--- config.mk ---
export PLATFORM = sky130hd
export DESIGN_NAME = hsfc_widen
export DESIGN_NICKNAME = d
export VERILOG_FILES = /design/src/hsfc_pkg.sv /design/src/hsfc_widen.sv
export SDC_FILE = /design/constraint.sdc
export NUM_CORES = 1
export LEC_CHECK = 0
export ABC_AREA = 1
export BUFFER_PORTS_ARGS = -buffer_cell sky130_fd_sc_hd__buf_2
export CAP_MARGIN = 10
export CORE_MARGIN = 4
export CORE_UTILIZATION = 51
export DETAILED_ROUTE_END_ITERATION = 6
export GPL_TIMING_DRIVEN = 0
export PLACE_DENSITY = 0.9
export SKIP_LAST_GASP = 1
export SLEW_MARGIN = 30
export SYNTH_ARGS = -nofsm -noshare
export SYNTH_HDL_FRONTEND = slang
export SYNTH_SLANG_ARGS = --single-unit
--- constraint.sdc ---
create_clock -name vclk -period 3.56
set_input_delay 0.534 -clock vclk [all_inputs]
set_output_delay 0.534 -clock vclk [all_outputs]
set_load 0.005 [all_outputs]
--- src/hsfc_pkg.sv ---
// Package: shared constants for the half/single float converter.
`default_nettype none
package hsfc_pkg;

  // Direction codes
  typedef enum logic {
    OP_HALF_TO_SINGLE = 1'b0,
    OP_SINGLE_TO_HALF = 1'b1
  } hsfc_op_t;

  localparam int unsigned HalfW   = 16;
  localparam int unsigned SingleW = 32;
  localparam int unsigned HManW   = 10;
  localparam int unsigned SManW   = 23;

  localparam logic [7:0]  SExpMax     = 8'hff;
  localparam logic [7:0]  SExpBias16  = 8'd112;  // single bias minus half bias
  localparam logic [7:0]  SExpSubBase = 8'd103;  // exponent of a half with lsb only
  localparam logic [7:0]  SExpNormLo  = 8'd113;
  localparam logic [7:0]  SExpOvf     = 8'd143;
  localparam logic [4:0]  HExpMax     = 5'h1f;
  localparam logic [14:0] HMagInf     = 15'h7c00;
  localparam logic [10:0] HHidden     = 11'h400;

endpackage
`default_nettype wire

--- src/hsfc_widen.sv ---
// Half to single widening: exact, subnormal halves renormalised.
`default_nettype none
module hsfc_widen
  import hsfc_pkg::*;
(
  input  wire logic [HalfW-1:0]   half_in,
  output logic      [SingleW-1:0] single_out
);

  logic              sgn;
  logic [4:0]        hexp;
  logic [HManW-1:0]  hman;
  logic [3:0]        top;
  logic [HManW-1:0]  norm_man;
  logic [3:0]        lshift;

  assign sgn  = half_in[15];
  assign hexp = half_in[14:10];
  assign hman = half_in[HManW-1:0];

  // leading-one position, 0..9
  always_comb begin
    top = '0;
    for (int p = 0; p < HManW; p++) begin
      if (hman[p]) top = 4'(p);
    end
  end

  assign lshift   = 4'(HManW) - top;
  assign norm_man = hman << lshift;   // hidden bit falls off the top

  always_comb begin
    if (hexp == '0) begin
      if (hman == '0) begin
        single_out = {sgn, 31'b0};
      end else begin
        single_out = {sgn, SExpSubBase + {4'b0, top}, norm_man, 13'b0};
      end
    end else if (hexp == HExpMax) begin
      single_out = {sgn, SExpMax, hman, 13'b0};
    end else begin
      single_out = {sgn, {3'b0, hexp} + SExpBias16, hman, 13'b0};
    end
  end

endmodule
`default_nettype wire

; ---- Word-level counts from Yosys, hierarchy flattened
; Index checks and enable logic that the tools add are counted.
[classes]
muxes = 12
n_addsub = 3
n_eq_ne = 1
reduce_logical = 2
n_shift = 1
[ops]
columns = cell, n
row1 = two-way mux 31 bit, 3
row2 = two-way mux 4 bit, 8
row3 = logical NOT 10 bit, 1
row4 = left shift 10 x 4 -> 10 bit, 1
row5 = "adder 5 x 7 -> 8 bit, second input constant", 1
row6 = "adder 7 x 4 -> 8 bit, first input constant", 1
row7 = "== test 5 bit, second input constant", 1
row8 = logical NOT 5 bit, 1
row9 = "subtractor 4 bit, first input constant", 1
row10 = two-way mux 1 bit, 1
[totals]
wordCells = 19
input_bits = 16
output_inout_bits = 32
ff_bits = 0

; ---- Longest topological paths before layout
[logic_depth]
ltp_word = 13
depth_mapped = 17

; ---- Worst setup path before layout
; OpenSTA, ideal clock, no wires.
[synth_timing]
path_type = input to output
start = in half_in[2]
end = out single_out[19]
arrival_ps = 1593
cell_stages = 13
path_slack_ps = 1433
cell_sequence = inv_1 > nand2_1 > nand2_1 > nand3_1 > nand2_4 > inv_2 > nand2_2 > nand2_1 > nand2_2 > nand3_1 > inv_2 > o211ai_2 > nand3_1
[synth_between]
elab_chain_len = 12
elab_cells_between_ends = 13
[synth_rtl]
columns = element, line_no
row1 = from (decl), hsfc_widen.sv:6  ; input wire logic [HalfW-1:0] half_in,
row2 = two-way mux 4 bit (8 in series), hsfc_widen.sv:25  ; if (hman[p]) top = 4'(p);
row3 = subtractor 4 bit, hsfc_widen.sv:29  ; assign lshift = 4'(HManW) - top;
row4 = left shift 10 x 4 -> 10 bit, hsfc_widen.sv:30  ; assign norm_man = hman << lshift;
row5 = two-way mux 31 bit *, hsfc_widen.sv:34  ; if (hman == '0) begin
row6 = two-way mux 31 bit *, hsfc_widen.sv:33  ; if (hexp == '0) begin
row7 = to (decl), hsfc_widen.sv:7  ; output logic [SingleW-1:0] single_out
; Every way passes the cells marked *; elsewhere a longest branch is shown, timed or not.

; ---- Worst setup path after layout
[layout_timing]
start = in half_in[2]
end = out single_out[22]
; Same word-level chain as after synthesis.

==> flow_metrics.py <==
metrics = {
    "finish": {
        "syn_to_final_growth_pct": 27.01,
        "fillers": 149,
        "seqCellArea_um2": 0,
        "fin_nets": 229,
        "final_util_pct": 70.95,
        "seq_cells": 0,
        "drive_gt1_share_pct": 34.12,
        "clkbuf_count": 0,
        "diodes": 0,
    },
    "floorplanning": {
        "io-pin-count": 48,
        "start_util_pct": 55.86,
        "rows": 14,
        "die_w_um": 49.32,
        "die_area_um2": 2432,
        "die_h_um": 49.32,
        "core_area_um2": 1559,
    },
    "placement": {
        "place.detailed.hpwl_um": 2135,
        "gp_congestion": 0.8944,
        "dp_slack_ns": 1.029,
        "port_buffers": 34,
    },
    "worst_hold_path": {
        "hold_class": "primary input to output port",
    },
    "power": {
        "power.total_mw": 0.1478,
        "vdd_drop_max_v": 0.00007308,
        "power_density_nw_per_um2": 133.6,
        "p_leak_nw": 0.7056,
    },
    "global_route": {
        "grt_pass1_wl_um": 4478,
        "grt_pass1_vias": 1075,
        "overflow": 0,
        "antenna_found_initial": 0,
        "grtUsageTotal_pct": 21.65,
        "grt_max_degree": 11,
    },
    "setup_path": {
        "crit_slowest_cell": "buf_6",
        "crit_chain": "buf_2 -> inv_1 -> nand2_1 -> nand2_1 -> nand2_1 -> nand2_1 -> nand2_2 -> nand2_4 -> nand3_1 -> nand2_1 -> buf_6 -> nand2_1 -> nand3_1 -> nand3_1 -> nand2_1 -> nand2_1 -> buf_2",
        "crit_path_end_kind": "output port",
        "crit_fanout": 10,
        "startpoint_type": "primary input",
        "crit_path_frequent_cell": "nand2_1",
        "crit_required_ns": 3.03,
        "crit_type": "primary input to output port",
        "cp_data_arrival_time_ns": 2.05,
        "worst_path_largest_cell_delay_ns": 0.17,
    },
    "yosys": {
        "synth_area_leaders": "nand2_1 25%, nand3_1 14%, buf_4 13%",
        "ys_types": 26,
        "synth_most_common_cell": "nand2_1",
        "synth_top_area_cell": "nand2_1",
        "syn_area_um2": 870.8,
        "ys_top_cells_by_count": "57 x nand2_1, 25 x nand3_1, 18 x inv_1, 15 x buf_4, 7 x nand2_2",
        "synth.yosys.seq_area_share_pct": 0,
        "synth-warning-count": 0,
        "syn-instance-count": 165,
        "synth_top_area_share_pct": 24.57,
        "syn_area_per_cell_um2": 5.278,
    },
    "sta": {
        "final-hold-violation-count": 0,
        "rsz0062_at_grt": "false",
        "fin_setup_tns_ns": 0,
        "max_clock_freq_ghz": 0.3866,
        "layout_setup_ws_ns": 0.9731,
        "finalMaxSlewViolations": 0,
        "post-route-period-util_pct": 72.66,
        "setup_viol": 0,
        "min_period_ns": 2.587,
    },
    "route": {
        "routed_wl_um": 2563,
        "drc": 0,
        "first_iter_violations": 37,
        "dr_total_vias": 1150,
        "vias_per_cell": 5.066,
        "drt_first_pass_iters": 5,
        "wl_per_cell_um": 11.29,
        "antenna_left": 0,
    },
    "run_status": {
        "status": "finished, final reports clean",
    },
    "cts": {
        "cts_setup_buffers": 0,
        "cts-resized-gates": 0,
        "hold_buffers": 0,
    },
    "job": {
        "cap_violations": 0,
    },
}
==> final timing paths <==
check / from / endpoint / cells after the start
worst max-delay path: half_in[2] / single_out[22] / 17
worst min-delay path: half_in[15] / single_out[31] / 2
==> stage by stage <==
step | std cells | area [um^2] | hold slack (ns)
after global placement | 227 | 1106 | 1.237
after detailed placement | 227 | 1106 | 1.236
after floorplan | 177 | 915.9 | 1.133
after CTS | 227 | 1106 | 1.236
final | 227 | 1106 | 1.234
after global routing | 227 | 1106 | 1.247
==> worst max-delay path: cells and delay by family <==
family | cells | cell delay (ns)
buffers and inverters | 4 | 0.50
AND/OR/NAND/NOR | 13 | 1.02
==> layer usage <==
metal  wire [um]  GRT usage, %  up-vias
met5           0             0        -
met4          23         3.318        0
met3         311         3.364        4
met2        1228         39.06       77
met1        1001         26.99      477
li1            -             -      592
==> area by class of cell <==
cell class / instances / area (um^2) / share of cell area [%]
plain buffers: 19 / 146.4 / 13.24
multi-input cells: 136 / 686.9 / 62.10
repair buffers: 34 / 170.2 / 15.38
well taps: 16 / 20.02 / 1.810
inverters: 22 / 82.58 / 7.466
==> power breakdown <==
part           internal (mW)  switching, mW  leakage (nW)
registers                  0              0             0
logic                 0.0602         0.0876         0.706
clock network              0              0             0
==> cells by family after synthesis <==
family,count (synthesis),synth area share (%)
other,1,0.4306
and+or+nand+nor,105,59.63
AOI/OAI and AO/OA,17,12.64
buffers and inverters,41,26.29
xor gates and xnor gates,1,1.006
==> cells in the final DEF (no fill, tap or decap) <==
cell,netlist,final
nand3b_1,1,1
buf_8,1,1
nor2_4,1,1
o211ai_2,1,1
nand2_4,4,4
buf_4,15,15
conb_1,1,13
nor3_1,3,3
nand2_2,7,7
nand2_1,57,57
buf_6,1,1
clkbuf_1,2,2
o21ai_0,6,6
a21oi_2,1,1
nand3_1,25,25
o21ai_1,5,5
o31ai_1,1,1
o41ai_1,1,1
nand3_2,2,2
nand2_8,1,1
buf_2,0,34
inv_1,18,18
nor2_1,3,3
a22o_1,2,2
xor2_1,1,1
inv_2,4,4
nand4_1,1,1
Note: power is estimated with default switching activity, not from simulation.
