## config.mk

```make
export PLATFORM = sky130hd
export DESIGN_NAME = hsfc_narrow
export DESIGN_NICKNAME = d
export VERILOG_FILES = /design/src/hsfc_pkg.sv /design/src/hsfc_narrow.sv
export SDC_FILE = /design/constraint.sdc
export NUM_CORES = 1
export LEC_CHECK = 0
export BUFFER_PORTS_ARGS = -buffer_cell sky130_fd_sc_hd__buf_2
export CORE_MARGIN = 2
export CORE_UTILIZATION = 37
export DETAILED_ROUTE_END_ITERATION = 10
export PLACE_DENSITY = 0.78
export REMOVE_ABC_BUFFERS = 1
export SYNTH_ARGS = -nofsm -noshare
export SYNTH_HDL_FRONTEND = slang
export SYNTH_SLANG_ARGS = --single-unit
```

## constraint.sdc

```tcl
create_clock -name vclk -period 6.3
set_input_delay 0.945 -clock vclk [all_inputs]
set_output_delay 0.945 -clock vclk [all_outputs]
set_load 0.005 [all_outputs]
```

## src/hsfc_pkg.sv

```systemverilog
// Package: shared constants for the half/single float converter.
`default_nettype none
package hsfc_pkg;

  // Direction codes
  typedef enum logic {
    OP_HALF_TO_SINGLE = 1'b0,
    OP_SINGLE_TO_HALF = 1'b1
  } hsfc_op_t;

  localparam int unsigned HalfW   = 16;
  localparam int unsigned SingleW = 32;
  localparam int unsigned HManW   = 10;
  localparam int unsigned SManW   = 23;

  localparam logic [7:0]  SExpMax     = 8'hff;
  localparam logic [7:0]  SExpBias16  = 8'd112;  // single bias minus half bias
  localparam logic [7:0]  SExpSubBase = 8'd103;  // exponent of a half with lsb only
  localparam logic [7:0]  SExpNormLo  = 8'd113;
  localparam logic [7:0]  SExpOvf     = 8'd143;
  localparam logic [4:0]  HExpMax     = 5'h1f;
  localparam logic [14:0] HMagInf     = 15'h7c00;
  localparam logic [10:0] HHidden     = 11'h400;

endpackage
`default_nettype wire

```

## src/hsfc_narrow.sv

```systemverilog
// Single to half narrowing: mantissa truncated, no rounding.
`default_nettype none
module hsfc_narrow
  import hsfc_pkg::*;
(
  input  wire logic [SingleW-1:0] single_in,
  output logic      [HalfW-1:0]   half_out
);

  logic              sgn;
  logic [7:0]        sexp;
  logic [SManW-1:0]  sman;
  logic [7:0]        sub_dist;
  logic [3:0]        sub_sh;
  logic [4:0]        man_sh;
  logic [10:0]       sub_hid;
  logic [SManW-1:0]  sub_man;
  logic [7:0]        norm_exp;
  logic [14:0]       mag;

  assign sgn  = single_in[31];
  assign sexp = single_in[30:23];
  assign sman = single_in[SManW-1:0];

  // only meaningful for exponents 103..112: distance 1..10
  assign sub_dist = SExpNormLo - sexp;
  assign sub_sh   = sub_dist[3:0];
  assign man_sh   = {1'b0, sub_sh} + 5'd13;
  assign sub_hid  = HHidden >> sub_sh;
  assign sub_man  = sman >> man_sh;
  assign norm_exp = sexp - SExpBias16;

  always_comb begin
    priority if (sexp < SExpSubBase) begin
      mag = '0;
    end else if (sexp < SExpNormLo) begin
      mag = {4'b0, sub_hid} | sub_man[14:0];
    end else if (sexp < SExpOvf) begin
      mag = {norm_exp[4:0], sman[22:13]};
    end else if (sexp < SExpMax) begin
      mag = HMagInf;
    end else begin
      // NaN keeps top payload bits only
      mag = HMagInf | {5'b0, sman[22:13]};
    end
  end

  assign half_out = {sgn, mag};

endmodule
`default_nettype wire

```

# == Yosys cells after proc, flatten, opt, wreduce, memory -nomap -nowiden ==
# Index checks and enable logic that the tools add are counted.
# op_classes
order_cmp,4
shift,2
bitwise_logic,1
n_addsub,3
muxes,4
# ops
op,count
2-to-1 mux 15 bit,3
>> shifter 23 x 5 -> 15 bit,1
"< comparator 8 x 7 -> 1 bit, second input constant",2
"< comparator 8 bit, second input constant",2
OR 11 x 15 -> 15 bit,1
">> shifter 11 x 4 -> 11 bit, first input constant",1
2-to-1 mux 10 bit,1
"adder 4 x 4 -> 5 bit, second input constant",1
"subtractor 5 bit, second input constant",1
"subtractor 1 x 4 -> 4 bit, first input constant",1
# totals
word_cells,14
register_bits,0
out_inout_bits,16
inputBits,32

# == Logic depth before layout (Yosys ltp) ==
# depth
depth_word,6
mapped_depth,8
mapped_depth_nobuf,6

# == Worst setup path before layout ==
# Ideal clock, no wire load.
# synth_path
path_type,in2out
from,input single_in[24]
to,output half_out[1]
path_stages,8
arrival_time_ns,2.388
setup_slack_ns,2.967
path_cell_list,buf_6 -> buf_4 -> inv_1 -> ha_1 -> xor2_4 -> a211o_1 -> a21o_1 -> a311oi_2
# synth_via
elab_chain_cells,6
# synth_rtl
element,line_no,rtl
"start, declared",hsfc_narrow.sv:6,"input wire logic [SingleW-1:0] single_in,"
subtractor 1 x 4 -> 4 bit,hsfc_narrow.sv:26,assign sub_dist = SExpNormLo - sexp;
adder 4 x 4 -> 5 bit,hsfc_narrow.sv:28,"assign man_sh = {1'b0, sub_sh} + 5'd13;"
>> shifter 23 x 5 -> 15 bit,hsfc_narrow.sv:30,assign sub_man = sman >> man_sh;
OR 11 x 15 -> 15 bit,hsfc_narrow.sv:37,"mag = {4'b0, sub_hid} | sub_man[14:0];"
2-to-1 mux 15 bit,hsfc_narrow.sv:36,end else if (sexp < SExpNormLo) begin
2-to-1 mux 15 bit *,hsfc_narrow.sv:34,priority if (sexp < SExpSubBase) begin
"end, declared",hsfc_narrow.sv:7,output logic [HalfW-1:0] half_out
# Mark *: on every way between the ends. The rest lies on a longest branch, timed or not.

# == Worst setup path in the final report ==
# Same ends and word-level chain as after synthesis.

==> impl_table.tex <==
\begin{tabular}{lr}
\hline
Metric & Value \\
\hline
\multicolumn{2}{l}{\textbf{Setup path}} \\
\quad Nature of the critical path endpoint & output pin \\
\quad Data required time of the critical path & 5.35 ns \\
\quad Setup CP Type & input port to output pin \\
\quad Termination of the worst setup path & half\_out[1] \\
\quad Signal arrival time at the worst endpoint & $\sim$2.8 ns \\
\quad CP startpoint & single\_in[24] \\
\quad Worst setup SP type & input port \\
\quad Crit Path Max Fanout & 20 \\
\multicolumn{2}{l}{\textbf{Placement}} \\
\quad Placed Instances & between 100 and 150 \\
\quad Dpl ws & between 2 and 3 ns \\
\quad Placed wire-length estimate & 1640 microns \\
\quad I/O Buffers & 33 \\
\quad RePlAce Congestion & 0.863 \\
\multicolumn{2}{l}{\textbf{Routing}} \\
\quad Number of routed nets with antenna violations & 0 \\
\quad DRT Wirelength & about 2100 microns \\
\quad Initial DRC count & 16 \\
\quad Count of unresolved DRC violations after routing & 0 \\
\quad Number of vias per cell & 6.03 \\
\quad Routed length per placed instance & between 10 and 15 microns \\
\quad TritonRoute pass-1 iters & 4 \\
\quad Via count & between 800 and 900 \\
\multicolumn{2}{l}{\textbf{Timing}} \\
\quad Final critical-path share of the clock period & 0.586 \\
\quad Worst setup margin & $\sim$2.6 ns \\
\quad Post-layout minimum cycle time & $\sim$3.7 ns \\
\quad Number of setup violations in the final report & 0 \\
\quad Relative slew margins & 0.675 \\
\quad Maximum frequency from static timing analysis & between 0.2 and 0.3 GHz \\
\quad Max Slew Vio Count & 0 \\
\quad Actual transition at the worst max-transition pin & between 0.4 and 0.5 ns \\
\quad Sum of negative setup slack & 0 ns \\
\quad Number of hold-slack violations in the final timing report & 0 \\
\quad Unrepaired setup endpoints after global routing & no \\
\multicolumn{2}{l}{\textbf{Pwr}} \\
\quad Static power due to leakage & just under 0.4 nW \\
\quad P\_int & approximately 30 uW \\
\quad Flop pwr share & 0 \\
\quad Switching power summed over all nets & approximately 38 uW \\
\quad Switching part of the total power & 0.558 \\
\quad Proportion of power drawn by combinational gates & 1.000 \\
\quad Cell Pwr Density & $\sim$75 nW/um\^{}2 \\
\quad Clk pwr share & 0 \\
\quad Peak supply drop & just over 0.04 mV \\
\multicolumn{2}{l}{\textbf{Cells and area}} \\
\quad Sequential cell area & 0 sq um \\
\quad Synth-to-Final Area Change & 16.6\% \\
\quad Clock tree buffer count of the final layout & 0 \\
\quad Fraction of layout cells with a size suffix above 1 & 0.379 \\
\quad Number of diodes added for antenna fixing & 0 \\
\quad Post-route non-filler standard cell count & approximately 140 \\
\quad FF+latch count & 0 \\
\quad FILL cells & $\sim$210 \\
\quad Utilization after layout & 0.460 \\
\quad Final nets & roughly 150 \\
\multicolumn{2}{l}{\textbf{Floorplan}} \\
\quad Core Rows & 16 \\
\quad Die boundary width & between 40 and 50 microns \\
\quad Die area & approximately 2500 sq um \\
\quad Number of top-level design ports & 48 \\
\quad Core Region & about 2000 sq um \\
\quad Die height & between 40 and 50 microns \\
\quad Effective utilization at floorplan & 0.395 \\
\multicolumn{2}{l}{\textbf{Synth}} \\
\quad Share of the synthesized netlist area taken by xor and xnor gates & 0.0468 \\
\quad Cell area after technology mapping & 774 sq um \\
\quad Multiplexer fraction of the synthesized cell area & 0.246 \\
\quad Fraction of the mapped netlist area in adder cells & 0.0162 \\
\quad Library cell with the largest summed area after synthesis & sky130\_fd\_sc\_hd\_\_mux2i\_1 \\
\quad Count of synthesis-stage warnings from yosys & 0 \\
\quad Complex-gate fraction of the synthesized area & 0.388 \\
\quad Synth Instances & between 90 and 100 \\
\quad Simple-gate portion of the synthesized area & 0.199 \\
\quad Mean area per synthesized cell & approximately 8.3 sq um \\
\quad Proportion of netlist area held by the largest area contributor & 0.129 \\
\quad Main combinational cell family by area after synthesis & compound AO/OA/AOI/OAI gates \\
\quad Portion of the post-synthesis area used by sequential elements & 0 \\
\quad Distinct cell type count after synthesis & 40 \\
\quad Synth top area cells & sky130\_fd\_sc\_hd\_\_mux2i\_1, sky130\_fd\_sc\_hd\_\_mux4\_2, sky130\_fd\_sc\_hd\_\_o2bb2ai\_1 \\
\multicolumn{2}{l}{\textbf{Hold path}} \\
\quad Min-Delay Path Class & input port to output pin \\
\quad Hold Crit Start & single\_in[31] \\
\multicolumn{2}{l}{\textbf{Global routing}} \\
\quad Largest net degree at the start of global routing & 21 \\
\quad Number of antenna violations at the first check in global routing & 0 \\
\quad Sum of overflow across all layers after global routing & 0 \\
\quad First-pass GRT wire length & between 3000 and 4000 microns \\
\quad Number of global-route vias before repair & approximately 800 \\
\quad Tot GR Track Use & 0.169 \\
\multicolumn{2}{l}{\textbf{CTS}} \\
\quad Number of buffers inserted for hold repair after clock tree synthesis & 0 \\
\quad Buffers inserted during post-CTS setup optimization & 0 \\
\quad Post-CTS sizing & 0 \\
\multicolumn{2}{l}{\textbf{Outcome}} \\
\quad Status & finished, final reports clean \\
\multicolumn{2}{l}{\textbf{Job}} \\
\quad MaxCap Viol Count & 0 \\
\hline
\end{tabular}
==> cell usage after synthesis, types with 2 or more instances <==
master	instances
sky130_fd_sc_hd__a31oi_1	2
sky130_fd_sc_hd__or3_1	3
sky130_fd_sc_hd__mux4_2	4
sky130_fd_sc_hd__buf_2	2
sky130_fd_sc_hd__clkbuf_1	3
sky130_fd_sc_hd__a32o_1	3
sky130_fd_sc_hd__o21ai_0	4
sky130_fd_sc_hd__inv_1	3
sky130_fd_sc_hd__o2bb2ai_1	5
sky130_fd_sc_hd__nor3_1	4
sky130_fd_sc_hd__buf_4	2
sky130_fd_sc_hd__nand2_1	3
sky130_fd_sc_hd__nand4_1	2
sky130_fd_sc_hd__buf_6	3
sky130_fd_sc_hd__mux2i_1	10
sky130_fd_sc_hd__nand3_1	3
sky130_fd_sc_hd__and2_1	2
sky130_fd_sc_hd__a311oi_2	2
sky130_fd_sc_hd__a21oi_1	6
sky130_fd_sc_hd__o21bai_1	3
sky130_fd_sc_hd__nor2_1	5
==> metrics by stage <==
step                area (sq um)  hold WS (ns)  power, mW
finish                       903          1.89     0.0673
global route                 903          1.89     0.0741
CTS                          903          1.89     0.0671
detailed placement           903          1.89     0.0668
global placement             903          1.89     0.0647
floorplan                    704          1.89     0.0392
==> how the worst min path moves through the flow <==
| stage | endpoint | cells after the start | slack (ns) |
|---|---|---|---|
| global placement | half_out[15] | 0 | 1.89 |
| detailed placement | half_out[15] | 0 | 1.89 |
| CTS | half_out[15] | 0 | 1.89 |
| global route | half_out[15] | 0 | 1.89 |
| floorplan | half_out[14] | 0 | 1.89 |
| finish | half_out[15] | 0 | 1.89 |
==> cells in the final DEF, fill, tap and decap left out, types with 4 or more instances in the layout <==
cell type / netlist / layout
sky130_fd_sc_hd__mux4_2: 4 / 4
sky130_fd_sc_hd__o21ai_0: 4 / 4
sky130_fd_sc_hd__nor2_1: 5 / 5
sky130_fd_sc_hd__mux2i_1: 10 / 10
sky130_fd_sc_hd__buf_2: 2 / 33
sky130_fd_sc_hd__a21oi_1: 6 / 6
sky130_fd_sc_hd__nor3_1: 4 / 4
sky130_fd_sc_hd__o2bb2ai_1: 5 / 5
==> final cells by class <==
cell class	instances	area [sq um]	share of cell area
Multi-Input combinational cell	80	693	0.767
Timing Repair Buffer	33	165	0.183
Tap cell	27	33.8	0.0374
Inverter	3	11.3	0.0125
==> cells by family (layout without fill, tap and decap cells) <==
| logic type | after synthesis | after routing |
|---|---|---|
| multiplexers | 14 | 14 |
| AND/OR/NAND/NOR | 27 | 27 |
| adder cells (fa/ha/maj) | 1 | 1 |
| XOR/XNOR | 2 | 2 |
| buffers and inverters | 13 | 36 |
| AO/OA/AOI/OAI | 36 | 36 |
==> worst max-delay path, cell delays in order <==
cell and delay [ns]:
sky130_fd_sc_hd__buf_2 0.35, sky130_fd_sc_hd__inv_1 0.11, sky130_fd_sc_hd__ha_1 0.30, sky130_fd_sc_hd__xor2_4 0.21
sky130_fd_sc_hd__a211o_1 0.30, sky130_fd_sc_hd__a21o_1 0.17, sky130_fd_sc_hd__a311oi_2 0.22, sky130_fd_sc_hd__buf_2 0.15
==> metal layers <==
| layer | wire length, microns | vias to the layer above | GRT usage |
|---|---|---|---|
| li1 | - | 427 | - |
| met1 | 926 | 404 | 0.219 |
| met2 | 1020 | 31 | 0.313 |
| met3 | 130 | 0 | 0.0121 |
| met4 | 0 | 0 | 0.0185 |
| met5 | 0 | - | 0 |
==> power by group through the flow <==
stage                     Combinational [mW]  Clock, mW  Sequential, mW
after floorplan                       0.0392          0               0
after global placement                0.0647          0               0
after detailed placement              0.0668          0               0
after CTS                             0.0671          0               0
after global routing                  0.0741          0               0
final                                 0.0673          0               0
Power figures use the tool's default switching activity.
